`src/gmt_ram.sv`:
```
// generic simple dual port ram, one write and one registered read port
// no dependencies
`default_nettype none
module gmt_ram #(
   parameter int WIDTH = 8,
   parameter int DEPTH = 16
) (
   input  wire logic                     clock,
   input  wire logic                     we,
   input  wire logic [$clog2(DEPTH)-1:0] waddr,
   input  wire logic [WIDTH-1:0]         wdata,
   input  wire logic [$clog2(DEPTH)-1:0] raddr,
   output logic      [WIDTH-1:0]         rdata
);
   logic [WIDTH-1:0] mem [DEPTH];

   always_ff @(posedge clock) begin
      if (we) begin
         mem[waddr] <= wdata;
      end
      rdata <= mem[raddr];
   end
endmodule
`default_nettype wire

```
`config.mk`:
```
export PLATFORM = sky130hd
export DESIGN_NAME = gmt_ram
export DESIGN_NICKNAME = d
export VERILOG_FILES = /design/src/gmt_ram.sv
export SDC_FILE = /design/constraint.sdc
export NUM_CORES = 1
export LEC_CHECK = 0
export BUFFER_PORTS_ARGS = -buffer_cell sky130_fd_sc_hd__buf_4
export CAP_MARGIN = 20
export CORE_ASPECT_RATIO = 0.9
export CORE_MARGIN = 5
export CORE_UTILIZATION = 40
export CTS_CLUSTER_SIZE = 40
export DETAILED_ROUTE_END_ITERATION = 7
export PLACE_DENSITY_LB_ADDON = 0.08
export SYNTH_ARGS = -nofsm -noshare
export SYNTH_HDL_FRONTEND = slang
export SYNTH_SLANG_ARGS = --single-unit
```
`constraint.sdc`:
```
create_clock -name clock -period 1.84 [get_ports clock]
set_input_delay 0.092 -clock clock [delete_from_list [all_inputs] [get_ports clock]]
set_output_delay 0.092 -clock clock [all_outputs]
set_load 0.05 [all_outputs]
```
==> run metrics, run 1 <==
via count=2408; Seq/Total Area, Yosys=0.778; syn avg cell area=22.5 µm²; final std cells w/o fill=467; Vias/cell=5.16; CTS Root Cell=clkbuf_16; ys async rst share=0; DR pass1 iterations=4; peak supply drop=slightly below 600 µV; RSZ-0062 raised after global routing=false; Worst slew margin=0.703; Cells after Synth=~230; CP Cell Sequence=mux4_1 -> a22oi_1 -> nand2_1; IO buf count=25; initial antenna violation count=0; clk_lat worst skew=~400 ps; Synth cell types=19; area leader, netlist=edfxtp_1; routed wire length=between 10000 and 15000 µm; I/O pin count=26; Setup Skew=6.40 ps; most common library cells after synthesis=edfxtp_1 (128), mux4_2 (18), a22oi_1 (16); crit path capture type=flip-flop; pre-CTS setup slack=281 ps; core area=0.0126 mm²; status=finished, final reports clean; Post-DP Area=0.00564 mm²; max_cap viols=0; CTS tree=done; Final nets=308; Layout area overhead=22.0%; Post-synth top flop=edfxtp_1; hpwl dp=6830 µm; largest net degree at the start of global routing=18; Ys Warns=0; CP startpoint kind=flip-flop; all-layer global routing usage=0.152; transition time of the tightest slew-check pin=445 ps; Post-route DRC=0; Buf+Inv Stages, Crit Path=0; Crit Path Max Fanout=1; Resized cells post-CTS=0; row count=39; initial drt markers=240; worst path required time=2130 ps; post-route design area=0.00628 mm²; synth top area cells=edfxtp_1 (75%), mux4_2 (7.9%), mux4_1 (7.1%); total gr overflow=0; vias in the first global route=2597; final worst setup slack=500 ps; Setup Crit Path Kind=flip-flop to flip-flop; CP delay by family, top=multiplexers; most common cell in the netlist=edfxtp_1; Placed Cells=430; clk slew on worst S/H paths=around 60 ps; die area=around 0.015 mm²; clock tree buffer depth=2; Fin. Hold Viols=0; Pleak=roughly 0.0021 µW; Routed Antenna Nets=0; syn nets=between 200 and 250; Fmax achieved=746 MHz; Pins Over Slew Limit=0; Chip Width=130 µm; Mapped Area=0.00515 mm²; final period utilization=0.728; Sink Count=between 100 and 150; final setup vio count=0; CP peak stage delay=520 ps; post-synth top area share=0.747; Data arrival, critical path=1630 ps; Worst path slowest cell=mux4_1; type of the worst min-delay path=input pin to flip-flop; setup TNS=0 ps; Antenna diodes=0; Power Dens Cells=1150 mW/mm²; layout cells sized above 1=0.314; Initial Utilization=0.407; Max H-tree Level=4; DIE HEIGHT=118 µm; Final min period=1340 ps; total CTS buffers=17; GP Congestion=0.730; first-pass GRT wire length=16400 µm; Post-synth EDFFs=128; final routed wire length divided by cell count=22.9 µm; number of synthesized register bits=approximately 140
-- area by class of cell --
| cell class | instances | area (µm²) |
|---|---|---|
| Clock buffer | 17 | 425 |
| Clock inverter | 15 | 160 |
| Fill cell | 1025 | 6360 |
| Multi-Input combinational cell | 83 | 1060 |
| Sequential cell | 136 | 4000 |
| Tap cell | 164 | 205 |
| Timing Repair Buffer | 52 | 428 |
-- layer usage --
layer,wire length (µm),vias to the layer above,global-route usage
li1,-,1095,-
met1,4920,1242,0.222
met2,5040,63,0.223
met3,605,8,0.0417
met4,114,0,0.0474
met5,0,-,0
-- placed cells by master, fill, tap and decap left out, types with 2 or more instances in the layout --
cell type / Yosys / layout
a22oi_1: 16 / 16
buf_12: 0 / 2
buf_4: 1 / 45
bufinv_16: 0 / 3
clkbuf_16: 0 / 17
clkinv_1: 0 / 3
clkinv_2: 0 / 4
clkinvlp_4: 0 / 4
dfxtp_1: 8 / 8
dlygate4sd3_1: 0 / 5
edfxtp_1: 128 / 128
mux4_1: 14 / 14
mux4_2: 18 / 18
nand2_1: 9 / 9
nand2b_1: 2 / 2
nand3b_1: 2 / 2
nor2_1: 13 / 13
nor3_1: 4 / 4
-- final timing paths --
path               from  cells after the start    endpoint  slack (ps)
max           mem[6][3]                      3    rdata[3]         500
min            wdata[3]                      1  mem[10][3]          10
max reg2reg   mem[6][3]                      3    rdata[3]         500
min reg2reg  mem[14][2]                      3    rdata[2]         680
-- through the flow --
step                 util  total power (µW)  hold WS, ps
finish              0.497              7230         9.92
global route        0.497              7480         7.02
CTS                 0.497              7290         3.02
detailed placement  0.447              3980          418
global placement    0.447              3970          409
floorplan               -              3790          191
-- registers in the layout, summed over array words and instances (netlist names) --
name	count
rdata	8
mem	128
-- logic make-up (layout without fill, tap and decap cells) --
kind of cell	count (synthesis)	count (layout)	synth area share
and+or+nand+nor	35	35	0.0318
buffers and inverters	10	84	0.0168
AOI/OAI and AO/OA	16	16	0.0233
muxes	32	32	0.150
DFF	136	136	0.778
-- where the power goes --
group          switching [µW]  internal, µW  total, µW
clock network            1210          2100       3320
logic                     252           174        426
registers                22.4          3460       3490
total                    1490          5740       7230
-- repair_timing --
action | in CTS | in global routing
hold buffers | 5 | 0
hold endpoints to repair | 49 | 0
setup buffers | 0 | 0
No activity file was read; power rests on OpenSTA's default activity.
==> run 2, diff against run 1 <==
ABC_AREA = 1   (was default)
clock period = 1.2 ns   (was 1.84 ns; I/O delays follow)
==> run 2 against run 1 <==
  * Clock power is 36% higher
  * Global-route usage is 2.8 points higher
  * Area after synthesis is 12% higher
  * First-iteration DRC count is 64% higher
  * Non-clock buffer count is 3 higher
  * Sequential cell count stayed put
  * Worst hold slack worse by 3.7 ps
  * Critical path depth is 2 lower
  * Clock skew is 3.3 ps higher
  * Largest power group unchanged
  * Final cell count is 73% higher
  * Routed wire length is 28% higher
  * Worst setup slack worse by 370 ps
==> run metrics, run 2 <==
Power Dens Cells=1570 mW/mm² (was 1150 mW/mm²); worst path required time=1140 ps (was 2130 ps); commonest cells after routing, fill and taps aside=nand2_1 (173), edfxtp_1 (128), inv_1 (100) (was edfxtp_1 (128), buf_4 (45), mux4_2 (18)); type of the worst min-delay path=input pin to flip-flop (unchanged); initial antenna violation count=0 (unchanged); Final min period=1070 ps; Max H-tree Level=4 (unchanged); first-pass GRT wire length=21600 µm (was 16400 µm); final worst setup slack=134 ps (was 500 ps); DIE HEIGHT=124 µm (was 118 µm); final std cells w/o fill=807 (was 467); Initial Utilization=0.409 (was 0.407); vias in the first global route=3536 (was 2597); area leader, netlist=edfxtp_1 (unchanged); Post-synth EDFFs=128 (unchanged); syn avg cell area=10.5 µm² (was 22.5 µm²); row count=41 (was 39); Placed Cells=772 (was 430); CP delay by family, top=flip-flops (was multiplexers); CP peak stage delay=370 ps (was 520 ps); layout cells sized above 1=0.134 (was 0.314); Pins Over Slew Limit=0 (unchanged); Switching Fraction=0.229 (was 0.206); clock network power share=0.423 (was 0.459); Data arrival, critical path=1010 ps (was 1630 ps); pre-CTS setup slack=23.1 ps (was 281 ps); Worst slew margin=0.792 (was 0.703); total gr overflow=0 (unchanged); final setup vio count=0 (unchanged); final routed wire length divided by cell count=16.9 µm (was 22.9 µm); final period utilization=0.888; largest net degree at the start of global routing=65 (was 18); Top reg by flops=mem (unchanged); ys async rst share=0 (unchanged); via count=3731 (was 2408); syn nets=569 (was 247); post-synth top area share=0.667 (was 0.747); most common cell in the netlist=nand2_1 (was edfxtp_1); most common library cells after synthesis=nand2_1 (173), edfxtp_1 (128), inv_1 (100) (was edfxtp_1 (128), mux4_2 (18), a22oi_1 (16)); cts hold-fix bufs=3 (was 5); clk slew on worst S/H paths=50 ps (was 60 ps); Vias/cell=4.62 (was 5.16); crit path capture type=output port (was flip-flop); Layout area overhead=18.6% (was 22.0%); Sink Count=136 (unchanged); Fin. Hold Viols=0 (unchanged); all-layer global routing usage=0.180 (was 0.152); clock tree buffer depth=2 (unchanged); Routed Antenna Nets=0 (unchanged); status=finished, final reports clean (unchanged); Flop pwr share=0.499 (was 0.482); CP startpoint kind=flip-flop (unchanged); max_cap viols=0 (unchanged); GP Congestion=0.787 (was 0.730); Fmax achieved=around 940 MHz; Setup Skew=9.75 ps (was 6.40 ps); synth top area cells=edfxtp_1 (67%), nand2_1 (11%), nand3_1 (8.4%) (was edfxtp_1 (75%), mux4_2 (7.9%), mux4_1 (7.1%)); total CTS buffers=17 (unchanged); DR pass1 iterations=5 (was 4); Resized cells post-CTS=0 (unchanged); Post-route DRC=0 (unchanged); CTS Root Cell=clkbuf_16 (unchanged); I/O pin count=26 (unchanged); CTS tree=done (unchanged); Synth cell types=12 (was 19); die area=0.0169 mm² (was 0.0152 mm²); RSZ-0062 raised after global routing=false (unchanged); max reg flops=128 (unchanged); number of synthesized register bits=136 (unchanged); peak supply drop=1160 µV (was 596 µV); CP Cell Sequence=buf_4 (was mux4_1 -> a22oi_1 -> nand2_1); Crit Path Max Fanout=1 (unchanged); transition time of the tightest slew-check pin=312 ps (was 445 ps); Gate power share=0.078 (was 0.059); post-route design area=0.00684 mm² (was 0.00628 mm²); Pleak=0.00297 µW (was 0.00214 µW); Cells after Synth=551 (was 229); Setup Crit Path Kind=flip-flop to output port (was flip-flop to flip-flop); Final nets=619 (was 308); routed wire length=13600 µm (was 10700 µm); most common cell after layout, fill and taps aside=nand2_1 (was edfxtp_1); clk_lat worst skew=420 ps (was 400 ps); Post-synth top flop=edfxtp_1 (unchanged); Antenna diodes=0 (unchanged); Internal=8260 µW (was 5740 µW); hpwl dp=8640 µm (was 6830 µm); Buf+Inv Stages, Crit Path=1 (was 0); Ys Warns=0 (unchanged); NetSw=2450 µW (was 1490 µW); initial drt markers=394 (was 240); Worst path slowest cell=dfxtp_1 (was mux4_1); Largest regs=mem x128, rdata x8 (unchanged); Chip Width=137 µm (was 130 µm); Post-DP Area=0.00629 mm² (was 0.00564 mm²); setup TNS=0 ps (unchanged); Seq/Total Area, Yosys=0.694 (was 0.778); Mapped Area=0.00577 mm² (was 0.00515 mm²); core area=0.0141 mm² (was 0.0126 mm²); Post-CTS Setup Bufs=0 (unchanged); IO buf count=25 (unchanged)
-- run 2: cell types whose count changed after synthesis, sizes merged, moves of 16 or more --
| cell | previous run | this run |
|---|---|---|
| a22oi | 16 | 0 |
| buf | 7 | 24 |
| inv | 0 | 102 |
| mux4 | 32 | 0 |
| nand2 | 9 | 173 |
| nand3 | 1 | 97 |
-- run 2: worst paths after layout --
check / from / slack, ps / cells after the start / end
setup / recovery: rdata[5] / 130 / 1 / rdata[5]
hold / removal: wdata[4] / 6 / 1 / mem[8][4]
setup reg to reg: mem[7][5] / 180 / 6 / rdata[5]
hold reg to reg: mem[3][1] / 680 / 6 / rdata[1]
-- run 2: area by class of cell --
| type | instances | area [µm²] |
|---|---|---|
| clock inverter | 12 | 58.8 |
| fill | 1314 | 7270 |
| multi-input combinational | 289 | 1210 |
| inverter | 102 | 383 |
| sequential | 136 | 4000 |
| clock buffer | 20 | 457 |
| timing repair buffer | 55 | 483 |
| tap | 193 | 241 |
-- run 2: logic make-up after synthesis --
kind of cell | Yosys count | synth area share
simple gates | 289 | 0.210
buf+inv | 126 | 0.0952
flops | 136 | 0.694
-- run 2: stage by stage --
stage / total power, µW / util / hold slack [ps]
floorplan: 5920 / - / 159
CTS: 10800 / 0.485 / 4.63
global route: 11100 / 0.485 / 1.84
finish: 10700 / 0.485 / 6.20
global placement: 6280 / 0.446 / 400
detailed placement: 6290 / 0.446 / 399
-- run 2: layer usage --
metal | vias up | routed length [µm] | GRT usage
met2 | 95 | 5810 | 0.254
met1 | 1750 | 7020 | 0.272
met5 | - | 0 | 0
li1 | 1877 | - | -
met4 | 0 | 116 | 0.0548
met3 | 9 | 700 | 0.0473
-- run 2: power by group through the flow --
stage	Sequential [µW]	Clock, µW	Combinational [µW]
4_1_cts	5350	4640	851
3_3_place_gp	5440	0	842
2_1_floorplan	5540	0	375
3_5_place_dp	5440	0	841
5_1_grt	5350	4840	927
6_report	5350	4530	838
